## config.mk

```make
export PLATFORM = sky130hd
export DESIGN_NAME = stepper_accel_pulse_generator_top_flat
export DESIGN_NICKNAME = d
export VERILOG_FILES = /design/src/hdl/sapg_pkg.sv /design/src/hdl/sapg_stream_if.sv /design/src/hdl/sapg_divsqrt.sv /design/src/hdl/stepper_accel_pulse_generator_top.sv /design/src/flat_wrapper.sv
export SDC_FILE = /design/constraint.sdc
export NUM_CORES = 1
export LEC_CHECK = 0
export ABC_AREA = 0
export BUFFER_PORTS_ARGS = -buffer_cell sky130_fd_sc_hd__buf_2
export CAP_MARGIN = 20
export CORE_MARGIN = 1
export CORE_UTILIZATION = 53
export CTS_CLUSTER_DIAMETER = 50
export CTS_CLUSTER_SIZE = 8
export DETAILED_ROUTE_END_ITERATION = 6
export GPL_TIMING_DRIVEN = 0
export PLACE_DENSITY = 0.76
export SKIP_CTS_REPAIR_TIMING = 1
export SLEW_MARGIN = 10
export SYNTH_ARGS = -nofsm -noshare
export SYNTH_HDL_FRONTEND = slang
export SYNTH_SLANG_ARGS = --single-unit
```

## constraint.sdc

```tcl
create_clock -name clk -period 2.5 [get_ports clk]
set_clock_uncertainty 0.15 [all_clocks]
set_input_delay 0.125 -clock clk [delete_from_list [all_inputs] [get_ports clk]]
set_output_delay 0.125 -clock clk [all_outputs]
set_load 0.05 [all_outputs]
```

## src/hdl/sapg_pkg.sv

```systemverilog
`timescale 1ns / 1ps
package sapg_pkg;
	localparam logic [2:0] FUNC_TICK = 3'd0;
	localparam logic [2:0] FUNC_REL  = 3'd1;
	localparam logic [2:0] FUNC_ABS  = 3'd2;
	localparam logic [2:0] FUNC_VEL  = 3'd3;
	localparam logic [2:0] FUNC_SET  = 3'd4;

	localparam logic [1:0] ST_OK   = 2'd0;
	localparam logic [1:0] ST_BUSY = 2'd1;
	localparam logic [1:0] ST_ZERO = 2'd2;

	localparam logic [2:0] REG_BASE   = 3'd0;
	localparam logic [2:0] REG_CRUISE = 3'd1;
	localparam logic [2:0] REG_SLOW   = 3'd2;
	localparam logic [2:0] REG_THRESH = 3'd3;
	localparam logic [2:0] REG_SPR    = 3'd4;

	localparam logic [31:0] VEL_NUM = 32'd256000000;

	typedef struct packed {
		logic [2:0]  func;
		logic [31:0] step_arg;
		logic [15:0] speed_q8;
	} in_word_t;

	typedef struct packed {
		logic        step_level;
		logic        dir_level;
		logic [31:0] position;
		logic        busy_res;
		logic [1:0]  status;
	} out_word_t;

	typedef enum logic [2:0] {
		U_IDLE = 3'b001,
		U_DIV  = 3'b010,
		U_SQRT = 3'b100
	} unit_state_t;
endpackage

```

## src/hdl/sapg_stream_if.sv

```systemverilog
`timescale 1ns / 1ps
interface sapg_stream_if #(parameter type T = logic);
	logic valid;
	logic ready;
	T     data;
	modport source (output valid, output data, input ready);
	modport sink (input valid, input data, output ready);
endinterface

```

## src/hdl/sapg_divsqrt.sv

```systemverilog
`timescale 1ns / 1ps
// bit-serial restoring divide (64/33) optionally followed by bit-serial isqrt
module sapg_divsqrt (
	input  logic        clk,
	input  logic        arst_n,
	input  logic        start,
	input  logic        do_sqrt,
	input  logic [63:0] dividend,
	input  logic [32:0] divisor,
	output logic        done,
	output logic [63:0] result
);
	sapg_pkg::unit_state_t state_q;
	logic [63:0] quo_q;
	logic [33:0] rem_q;
	logic [5:0]  cnt_q;
	logic        sq_q;
	logic [63:0] rad_q;
	logic [33:0] srem_q;
	logic [31:0] root_q;
	logic [33:0] rem_sh, rem_sub, srem_sh, trial;

	assign rem_sh  = {rem_q[32:0], quo_q[63]};
	assign rem_sub = rem_sh - {1'b0, divisor};
	assign srem_sh = {srem_q[31:0], rad_q[63:62]};
	assign trial   = {root_q, 2'b01};
	assign result = sq_q ? {32'd0, root_q} : quo_q;

	always_ff @(posedge clk or negedge arst_n) begin
		if (!arst_n) begin
			state_q <= sapg_pkg::U_IDLE;
			done <= 1'b0;
			cnt_q <= '0;
			sq_q <= 1'b0;
		end else begin
			done <= 1'b0;
			case (state_q)
				sapg_pkg::U_IDLE: begin
					if (start) begin
						quo_q <= dividend;
						rem_q <= '0;
						cnt_q <= '0;
						sq_q <= do_sqrt;
						state_q <= sapg_pkg::U_DIV;
					end
				end
				sapg_pkg::U_DIV: begin
					if (!rem_sub[33]) begin
						rem_q <= rem_sub;
						quo_q <= {quo_q[62:0], 1'b1};
					end else begin
						rem_q <= rem_sh;
						quo_q <= {quo_q[62:0], 1'b0};
					end
					cnt_q <= cnt_q + 6'd1;
					if (cnt_q == 6'd63) begin
						cnt_q <= '0;
						if (sq_q) begin
							state_q <= sapg_pkg::U_SQRT;
							rad_q <= {quo_q[62:0], ~rem_sub[33]};
							srem_q <= '0;
							root_q <= '0;
						end else begin
							state_q <= sapg_pkg::U_IDLE;
							done <= 1'b1;
						end
					end
				end
				sapg_pkg::U_SQRT: begin
					rad_q <= {rad_q[61:0], 2'b00};
					if (srem_sh >= trial) begin
						srem_q <= srem_sh - trial;
						root_q <= {root_q[30:0], 1'b1};
					end else begin
						srem_q <= srem_sh;
						root_q <= {root_q[30:0], 1'b0};
					end
					cnt_q <= cnt_q + 6'd1;
					if (cnt_q == 6'd31) begin
						state_q <= sapg_pkg::U_IDLE;
						done <= 1'b1;
					end
				end
				default: state_q <= sapg_pkg::U_IDLE;
			endcase
		end
	end
endmodule

```

## src/hdl/stepper_accel_pulse_generator_top.sv

```systemverilog
`timescale 1ns / 1ps
// channel | dir | word
// in      | sink   | func, step_arg, speed_q8
// out     | source | step_level, dir_level, position, busy_res, status
// cfg     | APB    | 5 registers at 4*i
// One word per input word. Ticks and other words: result valid the cycle
// after accept; the next word is accepted only once that result has been taken.
// A ramp step start runs a serial divide then a serial square root, and a
// velocity command runs the divide alone; the result is registered when it ends.
// arst_n clears all control state and loads register defaults.
// Input is held off while a result waits or the divider runs.
module stepper_accel_pulse_generator_top #(
	parameter int DELAY_WIDTH = 24,
	parameter int COUNT_WIDTH = 32
) (
	input  logic        clk,
	input  logic        arst_n,
	sapg_stream_if.sink   in_ch,
	sapg_stream_if.source out_ch,
	input  logic        psel,
	input  logic        penable,
	input  logic        pwrite,
	input  logic [4:0]  paddr,
	input  logic [31:0] pwdata,
	output logic [31:0] prdata,
	output logic        pready
);
	localparam logic [31:0] DMAX = 32'((64'd1 << DELAY_WIDTH) - 64'd1);
	localparam logic [31:0] CMAX = 32'((64'd1 << COUNT_WIDTH) - 64'd1);

	logic [23:0] base_q, cruise_q, slow_q;
	logic [15:0] thresh_q, spr_q;

	logic [31:0] pos_q, len_q, idx_q;
	logic [DELAY_WIDTH-1:0] ticks_q, sdelay_q;
	logic pulse_q, rev_q, moving_q, const_q;

	logic busy_q;
	logic out_v_q;
	sapg_pkg::out_word_t out_q;
	logic [1:0] stat_q;

	logic du_start, du_sqrt, du_done;
	logic [63:0] du_dvd, du_res;
	logic [32:0] du_dvs;

	assign pready = 1'b1;
	always_comb begin
		case (paddr[4:2])
			sapg_pkg::REG_BASE:   prdata = {8'd0, base_q};
			sapg_pkg::REG_CRUISE: prdata = {8'd0, cruise_q};
			sapg_pkg::REG_SLOW:   prdata = {8'd0, slow_q};
			sapg_pkg::REG_THRESH: prdata = {16'd0, thresh_q};
			sapg_pkg::REG_SPR:    prdata = {16'd0, spr_q};
			default:              prdata = '0;
		endcase
	end

	function automatic logic [DELAY_WIDTH-1:0] fit(input logic [63:0] d);
		logic [63:0] t;
		t = (d > {32'd0, DMAX}) ? {32'd0, DMAX} : d;
		if (t == 64'd0) t = 64'd1;
		return t[DELAY_WIDTH-1:0];
	endfunction

	sapg_pkg::in_word_t iw;
	assign iw = in_ch.data;
	assign in_ch.ready = !busy_q && !out_v_q;
	logic acc;
	assign acc = in_ch.valid && in_ch.ready;

	logic [31:0] narg, alen;
	logic nrev;
	assign narg = (iw.func == sapg_pkg::FUNC_ABS) ? iw.step_arg - pos_q : iw.step_arg;
	assign nrev = narg[31];
	assign alen = nrev ? 32'd0 - narg : narg;
	logic [31:0] clen;
	assign clen = (alen > CMAX) ? CMAX : alen;
	logic [63:0] rd;
	assign rd = (du_res < {40'd0, cruise_q}) ? {40'd0, cruise_q} : du_res;
	logic [47:0] bsq;
	assign bsq = {24'd0, base_q} * {24'd0, base_q};

	sapg_divsqrt u_ds (
		.clk(clk), .arst_n(arst_n), .start(du_start), .do_sqrt(du_sqrt),
		.dividend(du_dvd), .divisor(du_dvs), .done(du_done), .result(du_res)
	);

	always_ff @(posedge clk or negedge arst_n) begin
		if (!arst_n) begin
			base_q <= 24'd111803; cruise_q <= 24'd5000; slow_q <= 24'd50000;
			thresh_q <= 16'd10; spr_q <= 16'd200;
			pos_q <= '0; len_q <= '0; idx_q <= '0; ticks_q <= '0; sdelay_q <= '0;
			pulse_q <= 1'b0; rev_q <= 1'b0; moving_q <= 1'b0; const_q <= 1'b0;
			busy_q <= 1'b0; out_v_q <= 1'b0; stat_q <= sapg_pkg::ST_OK;
			du_start <= 1'b0; du_sqrt <= 1'b0;
			du_dvd <= '0; du_dvs <= '0; out_q <= '0;
		end else begin
			du_start <= 1'b0;
			if (psel && penable && pwrite) begin
				case (paddr[4:2])
					sapg_pkg::REG_BASE:   base_q <= pwdata[23:0];
					sapg_pkg::REG_CRUISE: cruise_q <= pwdata[23:0];
					sapg_pkg::REG_SLOW:   slow_q <= pwdata[23:0];
					sapg_pkg::REG_THRESH: thresh_q <= pwdata[15:0];
					sapg_pkg::REG_SPR:    spr_q <= pwdata[15:0];
					default: ;
				endcase
			end
			if (out_v_q && out_ch.ready) out_v_q <= 1'b0;
			if (busy_q && du_done) begin
				if (du_sqrt) begin
					ticks_q <= fit(rd);
					sdelay_q <= fit(rd);
				end else begin
					ticks_q <= fit(du_res);
					sdelay_q <= fit(du_res);
				end
				busy_q <= 1'b0;
				out_v_q <= 1'b1;
				out_q <= '{1'b1, rev_q, pos_q, 1'b1, stat_q};
			end
			if (acc) begin
				logic fin;
				logic ramp;
				sapg_pkg::out_word_t ow;
				fin = 1'b1;
				ramp = 1'b0;
				ow.step_level = pulse_q;
				ow.dir_level = rev_q;
				ow.position = pos_q;
				ow.busy_res = moving_q;
				ow.status = sapg_pkg::ST_OK;
				stat_q <= sapg_pkg::ST_OK;
				case (iw.func)
					sapg_pkg::FUNC_TICK: begin
						if (moving_q) begin
							if (pulse_q) begin
								if (ticks_q <= DELAY_WIDTH'(1)) begin
									ticks_q <= '0;
									pulse_q <= 1'b0;
									pos_q <= rev_q ? pos_q - 32'd1 : pos_q + 32'd1;
									out_q <= '{1'b0, rev_q, rev_q ? pos_q - 32'd1 : pos_q + 32'd1,
										1'b1, sapg_pkg::ST_OK};
									fin = 1'b0;
									out_v_q <= 1'b1;
								end else ticks_q <= ticks_q - DELAY_WIDTH'(1);
							end else begin
								idx_q <= idx_q + 32'd1;
								if (idx_q + 32'd1 >= len_q) moving_q <= 1'b0;
								else begin
									pulse_q <= 1'b1;
									if (const_q) ticks_q <= sdelay_q;
									else ramp = 1'b1;
								end
							end
						end
					end
					sapg_pkg::FUNC_REL, sapg_pkg::FUNC_ABS, sapg_pkg::FUNC_VEL,
					sapg_pkg::FUNC_SET: begin
						if (moving_q) stat_q <= sapg_pkg::ST_BUSY;
						else if (iw.func == sapg_pkg::FUNC_SET) pos_q <= iw.step_arg;
						else if (iw.func == sapg_pkg::FUNC_VEL && (iw.speed_q8 == 16'd0 ||
								spr_q == 16'd0)) stat_q <= sapg_pkg::ST_ZERO;
						else if (narg != 32'd0) begin
							len_q <= clen; idx_q <= '0; rev_q <= nrev; moving_q <= 1'b1;
							pulse_q <= 1'b1;
							if (iw.func == sapg_pkg::FUNC_VEL) begin
								const_q <= 1'b1;
								busy_q <= 1'b1; fin = 1'b0;
								du_start <= 1'b1; du_sqrt <= 1'b0;
								du_dvd <= {32'd0, sapg_pkg::VEL_NUM};
								du_dvs <= {1'b0, 32'(iw.speed_q8) * 32'(spr_q)};
							end else if (alen < {16'd0, thresh_q}) begin
								const_q <= 1'b1;
								sdelay_q <= fit({40'd0, slow_q});
								ticks_q <= fit({40'd0, slow_q});
							end else begin
								// first step: j = 0
								const_q <= 1'b0;
								busy_q <= 1'b1; fin = 1'b0;
								du_start <= 1'b1; du_sqrt <= 1'b1;
								du_dvd <= {16'd0, bsq};
								du_dvs <= 33'd1;
							end
						end
					end
					default: ;
				endcase
				if (ramp) begin
					busy_q <= 1'b1; fin = 1'b0;
					du_start <= 1'b1; du_sqrt <= 1'b1;
					du_dvd <= {16'd0, bsq};
					du_dvs <= {1'b0, (idx_q + 32'd1 < len_q - 32'd1 - (idx_q + 32'd1)) ?
						idx_q + 32'd1 : len_q - 32'd2 - idx_q} + 33'd1;
				end
				if (fin) begin
					if ((iw.func != sapg_pkg::FUNC_TICK) &&
							(iw.func <= sapg_pkg::FUNC_SET)) begin
						if (moving_q) ow.status = sapg_pkg::ST_BUSY;
						else if (iw.func == sapg_pkg::FUNC_SET) ow.position = iw.step_arg;
						else if (iw.func == sapg_pkg::FUNC_VEL) begin
							if (iw.speed_q8 == 16'd0 || spr_q == 16'd0)
								ow.status = sapg_pkg::ST_ZERO;
						end else if (narg != 32'd0) begin
							ow.step_level = 1'b1; ow.dir_level = nrev;
							ow.busy_res = 1'b1;
						end
					end else if (iw.func == sapg_pkg::FUNC_TICK && moving_q) begin
						if (pulse_q) ow.step_level = 1'b1;
						else if (idx_q + 32'd1 >= len_q) ow.busy_res = 1'b0;
						else ow.step_level = 1'b1;
					end
					out_v_q <= 1'b1;
					out_q <= ow;
				end
			end
		end
	end

	assign out_ch.valid = out_v_q;
	assign out_ch.data = out_q;
endmodule

```

## src/flat_wrapper.sv

```systemverilog
// flat-port wrapper written by rule: the top's interface ports become plain ports
module stepper_accel_pulse_generator_top_flat 
#(
	parameter int DELAY_WIDTH = 24,
	parameter int COUNT_WIDTH = 32
)
  (clk, arst_n, psel, penable, pwrite, paddr, pwdata, prdata, pready, in_ch_valid, in_ch_data, in_ch_ready, out_ch_valid, out_ch_data, out_ch_ready);
  sapg_stream_if in_ch_i ();
  sapg_stream_if out_ch_i ();
  input  logic clk;
  input  logic arst_n;
  input  logic psel;
  input  logic penable;
  input  logic pwrite;
  input  logic [4:0] paddr;
  input  logic [31:0] pwdata;
  output logic [31:0] prdata;
  output logic pready;
  input wire logic [$bits(in_ch_i.valid)-1:0] in_ch_valid;
  input wire logic [$bits(in_ch_i.data)-1:0] in_ch_data;
  output wire logic [$bits(in_ch_i.ready)-1:0] in_ch_ready;
  output wire logic [$bits(out_ch_i.valid)-1:0] out_ch_valid;
  output wire logic [$bits(out_ch_i.data)-1:0] out_ch_data;
  input wire logic [$bits(out_ch_i.ready)-1:0] out_ch_ready;
  assign in_ch_i.valid = in_ch_valid;
  assign in_ch_i.data = in_ch_data;
  assign in_ch_ready = in_ch_i.ready;
  assign out_ch_valid = out_ch_i.valid;
  assign out_ch_data = out_ch_i.data;
  assign out_ch_i.ready = out_ch_ready;
  stepper_accel_pulse_generator_top #(.DELAY_WIDTH(DELAY_WIDTH), .COUNT_WIDTH(COUNT_WIDTH)) u_core (.clk(clk), .arst_n(arst_n), .in_ch(in_ch_i), .out_ch(out_ch_i), .psel(psel), .penable(penable), .pwrite(pwrite), .paddr(paddr), .pwdata(pwdata), .prdata(prdata), .pready(pready));
endmodule
```

# After elaboration in Yosys (flattened, before gate mapping)
# Index checks and enable logic that the tools add are counted.
# word_totals
word_cells,164
reg_bits,552
out_inout_bits,36
# classes
n_mul,1
n_bitwise,2
n_mux,74
eq_ne,13
order_cmp,7
add_sub_neg,9
n_reduce_logical,28
# ops
cell,count
two-way mux 64 bit,7
case mux 64 bit (2 select lines),2
two-way mux 37 bit,6
two-way mux 24 bit,8
two-way mux 32 bit,6
"greater-than comparator 64 x 24 -> 1 bit, second input constant",2
zero test 64 bit,2
case mux 32 bit (2 select lines),2
case mux 24 bit (5 select lines),1
two-way mux 33 bit,2
case mux 33 bit (2 select lines),1
"adder 32 x 1 -> 32 bit, second input constant",2
less-than comparator 64 x 24 -> 1 bit,1
"subtractor 32 bit, first input constant",2
multiplier 24 x 24 -> 48 bit,1
>= comparator 34 bit,1
subtractor 34 x 33 -> 34 bit,1
"adder 32 x 1 -> 33 bit, second input constant",1
">= comparator 32 x 1 -> 1 bit, second input constant",1
less-than comparator 32 bit,1
subtractor 32 bit,1
two-way mux 1 bit,30
"less-or-equal comparator 24 x 1 -> 1 bit, second input constant",1
"subtractor 24 x 1 -> 24 bit, second input constant",1
other kinds (22),51

# Longest topological paths before layout
# Gate-level depths: netlist of run 1.
# logic_depth
depth_word,12
mapped_depth,7
depth_no_buf,4

# Worst setup path after synthesis of run 1
# Ideal clock, no wire load.
# synth_timing
path_kind,input to output
start,input paddr[2]
end,output prdata[10]
stages,5
arrival_time_ps,1761
path_slack_ps,464
path_cell_list,buf_2 -> clkbuf_1 -> nor3_1 -> clkbuf_1 -> a221o_1
# synth_via
elab_chain_len,2
elab_cells_between_ends,6
cone_classes,eq/ne (4); mux (1); reduce/logical (1)
# synth_rtl
element,line_no,text
from (decl),flat_wrapper.sv:15,input logic [4:0] paddr;
equality test 3 bit (tied with other cells),stepper_accel_pulse_generator_top.sv:49,case (paddr[4:2])
case mux 24 bit (5 select lines) *,stepper_accel_pulse_generator_top.sv:49,
to (decl),flat_wrapper.sv:17,output logic [31:0] prdata;
# Every way passes the cells marked *; elsewhere a longest branch is shown, timed or not.

# Worst setup path in the final report of run 1
# layout_timing
start,input paddr[2]
end,output prdata[15]
# The elaborated chain is that of the path after synthesis.

==> qor.yml, run 1 <==
worst_setup_path:
  arrival_ps: 2100
  crit_required_ps: 2230
  cp_max_fo: 10
  startpoint_type: "primary input"
  end_kind: "output pin"
  path_class: "in2out"
  cp_slowest_cell: "clkbuf_1"
  slowest_delay_ps: 520
  path_cells: "buf_2, clkbuf_1, nor3_4, clkbuf_1, a221o_1, buf_2"
finish:
  syn2layout_area_growth_pct: 20.5
  antenna_cells: 0
  nNetsFinal: 504
  drive_above_1_share: 0.509
  final_cell_area_um2: 5730
sta:
  fin_crit_ps: 2370
  max_freq_mhz: 422
  setup_viol: 0
  tns_ps: 0
  timing_worst_slew_pin_value_ps: 795
  period_share: 0.949
  hold_violations: 0
  rsz0062_at_grt: "no"
  maxSlewViolCount: 0
  slew_headroom: 0.465
route:
  drt-initial-drc-count: 178
  wl_met2_mm: 4.68
  ant_nets: 0
  vias: 3120
  top_layer_used: "met4"
  wl_met1_mm: 4.52
  vias_per_cell: 5.45
  totalWireLength_mm: 9.62
  met3_length_um: 290
  drc_errors: 0
  drtPass1Iterations: 5
  wl_per_cell_um: 16.8
placement:
  port_buffers: 58
  place_congestion: 0.735
  dpl.hpwl_mm: 6.18
  placedInstanceArea_um2: 5240
run:
  drv_cap: 0
die:
  coreArea_um2: 8720
  rows: 34
  die_y_um: 96.7
  ioPinCount: 81
  initial_utilization: 0.545
  dieArea_um2: 9360
  dieWidth_um: 96.7
global_routing:
  track_usage: 0.211
  grt.overflow.total: 0
  antenna_found_initial: 0
  grt_pass1_vias: 3062
  grt_max_degree: 65
  grt_pass1_wl_mm: 15.5
clock_tree:
  cts-buffers-inserted: 9
  clk_pin_slew_worst_paths_ps: 90
  cts_buffer_depth: 2
  cts_tree: "done"
  clk_latency_ps: 370
  h-tree-depth: 3
  clock-sinks: 105
  root_buffer: "clkbuf_8"
worst_hold_path:
  holdCritPathClass: "in2reg"
logic_synthesis:
  synth_edf_count: 0
  yosys-top-cells-count: "mux2_2, dfrtp_1, dfstp_2"
  yosysTopAreaCellShare: 0.410
  synth_most_common_cell: "mux2_2"
  async_flop_share: 1.00
  ys_ff_latch: 105
  syn_inst: 354
  ys.flop_type: "dfrtp_1"
  yosysTopAreaCell: "dfrtp_1"
  synth.area.top_cells: "dfrtp_1, mux2_2, dfstp_2"
  synth_area_um2: 4760
  seq_area_frac_synth: 0.559
  yosys.cell_types.count: 24
  avgSynthCellArea_um2: 13.4
  ys.warnings.count: 0
power:
  leakagePower_nw: 2.70
  irDropWorstVdd_v: 0.000371
  finalPower_w: 0.00432
  powerDensity_nw_per_um2: 753
outcome:
  outcome: "complete, no violations"
critical path, delay by kind of cell:
kind / cells / cell delay, ps
buffers and inverters: 4 / 1220
AOI/OAI and AO/OA: 1 / 280
and+or+nand+nor: 1 / 460
per-layer routing:
metal | vias to the layer above | track usage
met2 | 66 | 0.336
met5 | - | 0
met3 | 14 | 0.0282
li1 | 1464 | -
met4 | 0 | 0.0689
met1 | 1576 | 0.300
registers in the layout (all words and copies together) (netlist names):
name                 flops
u_core.base_q           24
u_core.spr_q            16
u_core.thresh_q         16
u_core.cruise_q         24
u_core.slow_q           24
u_core.out_ch.valid      1
cells by family after synthesis:
kind of cell	count (synthesis)	share of synthesized area
AOI/OAI and AO/OA	41	0.0600
buffers and inverters	34	0.0381
other	2	0.00158
DFF	105	0.559
muxes	128	0.297
and+or+nand+nor	44	0.0442
layout by cell type (no fill, tap or decap), types with 2 or more instances in the layout:
cell and instances:
a21oi_1 9, a221o_1 16, buf_2 70, buf_4 11, bufinv_16 2, clkbuf_1 6, clkbuf_2 2, clkbuf_8 9
clkinv_2 3, conb_1 10, dfrtp_1 78, dfstp_2 27, dlygate4sd3_1 27, inv_1 3, mux2_2 104, mux2i_1 24
nand2_1 16, nor2_1 17, nor4_2 2, o21ai_0 16
metrics by stage:
stage                      util  hold WS (ps)  setup slack, ps  std cells
after floorplan               -          -321              464        362
after global placement    0.598           148             -274        528
after detailed placement  0.600           115             -331        529
after CTS                 0.624          -281             -329        545
after global routing      0.658           137             21.2        572
final                     0.658           133              128        572
worst paths after layout:
kind,from,endpoint,slack [ps],cells after the start
hold reg to reg,u_core.cruise_q[1],u_core.cruise_q[1],360,1
hold / removal,paddr[4],u_core.base_q[1],130,3
setup / recovery,paddr[2],prdata[15],130,6
min in group asynchronous,arst_n,u_core.base_q[8],240,2
setup reg to reg,u_core.out_ch.valid,u_core.out_ch.valid,1140,3
max in group asynchronous,arst_n,u_core.base_q[0],1220,3
power breakdown:
part	total (W)	leakage [nW]	internal (W)	switching, W
clock	0.00113	0.106	0.000560	0.000566
sequential	0.00225	1.28	0.00209	0.000162
combinational	0.000942	1.32	0.000433	0.000509
final cells by class:
type                       instances  area, um2
buffer                            31        173
clock buffer                      10        128
inverter                           3       11.3
multi-input combinational        223       1960
fill                             669       2990
sequential                       105       2660
tap                              108        135
timing repair buffer              86        583
clock inverter                     6       82.6
(Power assumes the default switching activity.)
==> run 2: changes to the inputs <==
BUFFER_PORTS_ARGS = -buffer_cell sky130_fd_sc_hd__buf_4   (was -buffer_cell sky130_fd_sc_hd__buf_2)
==> run 2 against run 1 <==
Net effect:
- non-clock buffer count unchanged
- routed wire length decreased by 0.77%
- critical endpoint unchanged
- critical path depth is the same
- largest power group unchanged
- setup slack worse by 58 ps
- final area rose by 2.1%
==> qor.yml, run 2 (synthesized netlist as in run 1, its figures left out) <==
worst_hold_path:
  min_from: "paddr[4]"
  holdCritPathClass: "in2reg"
sta:
  fin_ws_ps: 70.5  # -57.9 ps
  tns_ps: 0  # unchanged
  rsz0062_at_grt: "no"
  maxSlewViolCount: 0  # unchanged
  hold_violations: 0  # unchanged
  hold_slack_ps: 74.5  # -58.3 ps
  timing_worst_slew_pin_value_ps: 803  # +7.43 ps
  max_freq_mhz: 412  # -2.4%
  slew_headroom: 0.460  # -0.00500
  fin_crit_ps: 2430  # +57.9 ps
  setup_viol: 0  # unchanged
  period_share: 0.972  # +0.0232
clock_tree:
  clk_latency_ps: 370  # about the same
  cts-buffers-inserted: 9  # unchanged
  cts_tree: "done"
  clk_pin_slew_worst_paths_ps: 90  # about the same
  clock-sinks: 105  # unchanged
  cts_buffer_depth: 2  # unchanged
  h-tree-depth: 3  # unchanged
  root_buffer: "clkbuf_8"
power:
  finalPower_w: 0.00424  # -1.8%
  irDropWorstVdd_v: 0.000422  # +14%
  powerDensity_nw_per_um2: 724  # -3.8%
  leakagePower_nw: 2.72  # +0.49%
worst_setup_path:
  arrival_ps: 2150  # +50 ps
  cp_max_fo: 10  # unchanged
  startpoint: "paddr[2]"
  crit_required_ps: 2230  # about the same
  worstReg2RegStart: "u_core.out_ch.valid"
  startpoint_type: "primary input"
  end_kind: "output pin"
  rrSetupSlack_ps: 1130  # about the same
  path_class: "in2out"
outcome:
  outcome: "complete, no violations"
finish:
  num-fill-cells: 668  # -0.15%
  syn2layout_area_growth_pct: 23.1
  final_cell_mix: "mux2_2, dfrtp_1, buf_4, dlygate4sd3_1, dfstp_2"
  final_common_cell: "mux2_2"
  regArea_um2: 2660  # unchanged
  largestRegisters: "u_core.base_q (24), u_core.cruise_q (24), u_core.slow_q (24)"
  drive_above_1_share: 0.506  # -0.00216
  antenna_cells: 0  # unchanged
  nNetsFinal: 504  # unchanged
  multiInputGateArea_um2: 1950  # -0.32%
  final_util: 0.671  # +0.0138
die:
  ioPinCount: 81  # unchanged
  rows: 34  # unchanged
  die_y_um: 96.7  # unchanged
  coreArea_um2: 8720  # unchanged
  dieArea_um2: 9360  # unchanged
  initial_utilization: 0.545  # unchanged
  dieWidth_um: 96.7  # unchanged
route:
  top_layer_used: "met4"
  wl_met1_mm: 4.26  # -5.7%
  wl_per_cell_um: 16.7  # -0.77%
  ant_nets: 0  # unchanged
  drtPass1Iterations: 4  # -1
  totalWireLength_mm: 9.55  # -0.77%
  met3_length_um: 353  # +22%
  vias: 3117  # -0.096%
  wl_met2_mm: 4.81  # +2.6%
  vias_per_cell: 5.45  # about the same
  drt-initial-drc-count: 62  # -65%
  drc_errors: 0  # unchanged
global_routing:
  grt_max_degree: 54  # -17%
  grt.overflow.total: 0  # unchanged
  antenna_found_initial: 0  # unchanged
  track_usage: 0.212  # +0.00126
  grt_pass1_wl_mm: 15.4  # -0.89%
  grt_pass1_vias: 3041  # -0.69%
run:
  drv_cap: 0  # unchanged
placement:
  dp_worst_setup_slack_ps: -240  # +91.4 ps
  place_congestion: 0.743  # +1.1%
  port_buffers: 58  # unchanged
  dpl.hpwl_mm: 6.32  # +2.3%
-- run 2: cell count changes in the layout (fill, tap and decap cells not counted), moves of 2 or more --
cell / previous run / this run
buf_4: 11 / 68
buf_2: 70 / 13
inv_6: 0 / 2
bufinv_16: 2 / 0
clkinv_2: 3 / 0
clkbuf_8: 9 / 11
-- run 2: cell type report --
class,instances,share of cell area
sequential,105,0.455
multi-input combinational,223,0.334
timing repair buffer,86,0.125
buffer,31,0.0293
clock buffer,12,0.0265
tap,108,0.0231
clock inverter,4,0.00556
inverter,3,0.00192
-- run 2: per-stage QoR --
stage / instances / area (um2)
floorplan: 362 / 4790
global placement: 528 / 5360
detailed placement: 529 / 5390
CTS: 545 / 5570
global route: 572 / 5850
finish: 572 / 5850
-- run 2: worst paths after layout --
kind	end	depth (start not counted)
max	prdata[15]	6
min	u_core.slow_q[3]	3
max reg2reg	u_core.out_ch.valid	3
min reg2reg	u_core.thresh_q[0]	1
max in group asynchronous	u_core.thresh_q[1]	3
min in group asynchronous	u_core.slow_q[10]	2
-- run 2: critical path, stage by stage --
cell	delay (ps)
buf_2	140
clkbuf_1	270
nor3_2	600
clkbuf_1	510
a221o_1	300
buf_4	210
-- run 2: metal layers --
layer / vias to the layer above / GRT usage
met4: 0 / 0.0620
met2: 61 / 0.341
met1: 1589 / 0.289
met5: - / 0
met3: 11 / 0.0477
li1: 1456 / -
-- run 2: report_power, final --
| part | switching (W) | internal, W | total (W) | leakage [nW] |
|---|---|---|---|---|
| Sequential | 0.000164 | 0.00209 | 0.00225 | 1.28 |
| Combinational | 0.000512 | 0.000481 | 0.000993 | 1.35 |
| Clock | 0.000569 | 0.000424 | 0.000994 | 0.0896 |
| Total | 0.00125 | 0.00299 | 0.00424 | 2.72 |
==> run 3: changes to the inputs <==
HOLD_SLACK_MARGIN = 0.08   (was default)
MAX_ROUTING_LAYER = met4   (was default)
clock period = 2.8 ns   (was 2.5 ns; I/O delays follow)
==> run 3 against run 2 <==
Net effect:
- critical path depth is 1 higher
- setup slack gained 270 ps
- worst hold slack improved by 20 ps
- final area about the same
- register-to-register slack improved by 300 ps
- critical endpoint unchanged
- combinational power shrank 11%
- non-clock buffer count unchanged
- clock-buffer cell count stayed put
- first-iteration DRC count grew 37%
==> qor.yml, run 3 (synthesized netlist as in run 1, its figures left out) <==
outcome:
  outcome: "complete, no violations"
sta:
  max_freq_mhz: 406
  timing_worst_slew_pin_value_ps: 787  # -15.6 ps
  fin_ws_ps: 339  # +268 ps
  hold_violations: 0  # unchanged
  setup_viol: 0  # unchanged
  period_share: 0.879
  tns_ps: 0  # unchanged
  rsz0062_at_grt: "no"
  fin_crit_ps: 2460
  slew_headroom: 0.471  # +0.0105
  maxSlewViolCount: 0  # unchanged
route:
  drtPass1Iterations: 4  # unchanged
  totalWireLength_mm: 9.54  # -0.14%
  wl_per_cell_um: 16.7  # -0.14%
  vias_per_cell: 5.43  # -0.38%
  drt-initial-drc-count: 85  # +37%
  vias: 3105  # -0.38%
  drc_errors: 0  # unchanged
  ant_nets: 0  # unchanged
worst_hold_path:
  min_from: "paddr[4]"
  min_delay_path_depth: 3  # unchanged
  holdPathEnd: "u_core.slow_q[3]"
  holdCritPathClass: "in2reg"
global_routing:
  grt_pass1_vias: 3038  # -0.099%
  track_usage: 0.218  # +0.00627
  grt.overflow.total: 0  # unchanged
  grt_pass1_wl_mm: 15.4  # about the same
  grt_max_degree: 54  # unchanged
  antenna_found_initial: 0  # unchanged
placement:
  place_congestion: 0.752  # +1.3%
  dp_worst_setup_slack_ps: 30.0  # +270 ps
  dpl.hpwl_mm: 6.32  # unchanged
  port_buffers: 58  # unchanged
finish:
  largestRegisters: "u_core.base_q (24), u_core.cruise_q (24), u_core.slow_q (24)"
  drive_above_1_share: 0.504  # -0.00216
  num-fill-cells: 667  # -0.15%
  syn2layout_area_growth_pct: 23.0  # about the same
  final_cell_mix: "mux2_2, dfrtp_1, buf_4, dlygate4sd3_1, dfstp_2"
  nNetsFinal: 504  # unchanged
  final_common_cell: "mux2_2"
  final_util: 0.671  # about the same
  antenna_cells: 0  # unchanged
worst_setup_path:
  cp_max_fo: 10  # unchanged
  worstReg2RegStart: "u_core.out_ch.valid"
  startpoint_type: "primary input"
  rr_worst_depth: 3  # unchanged
  rrSetupSlack_ps: 1430  # +300 ps
  path_class: "in2out"
  reg2reg_to: "u_core.out_ch.valid"
  end_kind: "output pin"
  crit_required_ps: 2510  # +280 ps
  arrival_ps: 2170  # +20 ps
clock_tree:
  h-tree-depth: 3  # unchanged
  clock-sinks: 105  # unchanged
  cts_buffer_depth: 2  # unchanged
  clk_pin_slew_worst_paths_ps: 90  # about the same
  root_buffer: "clkbuf_8"
  cts_tree: "done"
  cts-buffers-inserted: 9  # unchanged
  clk_latency_ps: 370  # about the same
power:
  irDropWorstVdd_v: 0.000376  # -11%
  powerDensity_nw_per_um2: 646  # -11%
  leakagePower_nw: 2.71  # -0.12%
die:
  ioPinCount: 81  # unchanged
  initial_utilization: 0.545  # unchanged
  die_y_um: 96.7  # unchanged
  rows: 34  # unchanged
  dieWidth_um: 96.7  # unchanged
  dieArea_um2: 9360  # unchanged
  coreArea_um2: 8720  # unchanged
run:
  drv_cap: 0  # unchanged
[run 3: cell counts in the layout (fill, tap and decap cells not counted)]
No cell type changed its count.
[run 3: final cells by class]
type / count / area (um2) / share of cell area
multi-input combinational: 223 / 1950 / 0.334
clock buffer: 12 / 155 / 0.0265
inverter: 3 / 11.3 / 0.00192
buffer: 31 / 170 / 0.0291
tap: 108 / 135 / 0.0231
timing repair buffer: 86 / 733 / 0.125
clock inverter: 4 / 32.5 / 0.00556
sequential: 105 / 2660 / 0.455
[run 3: power by group]
group          internal, W  switching [W]  leakage (nW)  total, W
clock             0.000379       0.000506        0.0896  0.000885
sequential         0.00186       0.000146          1.28   0.00201
combinational     0.000429       0.000457          1.34  0.000886
[run 3: worst max path at each step]
stage,start,to,cells after the start
2_1_floorplan,paddr[2],prdata[10],5
3_3_place_gp,paddr[3],prdata[15],7
3_5_place_dp,paddr[3],prdata[15],7
4_1_cts,paddr[3],prdata[15],7
5_1_grt,paddr[2],prdata[15],6
6_report,paddr[3],prdata[15],7
[run 3: worst max-delay path, cell delays in order]
cell and delay, ps:
buf_4 80, buf_2 260, inv_1 140, nor3_2 510, clkbuf_1 520, a221o_1 300, buf_4 210
[run 3: stage by stage]
step	power [W]	hold slack (ps)	instance area [um2]	instances
after floorplan	0.00263	-306	4790	362
after global placement	0.00285	162	5360	528
after detailed placement	0.00290	69.4	5390	529
after CTS	0.00379	-336	5570	545
after global routing	0.00396	98.0	5850	572
final	0.00378	94.1	5850	572
[run 3: per-layer routing]
| layer | up-vias | routed length [um] | track usage |
|---|---|---|---|
| met5 | - | 0 | - |
| met1 | 1577 | 4320 | 0.288 |
| li1 | 1458 | - | - |
| met2 | 59 | 4780 | 0.343 |
| met3 | 11 | 297 | 0.0470 |
| met4 | 0 | 136 | 0.0620 |
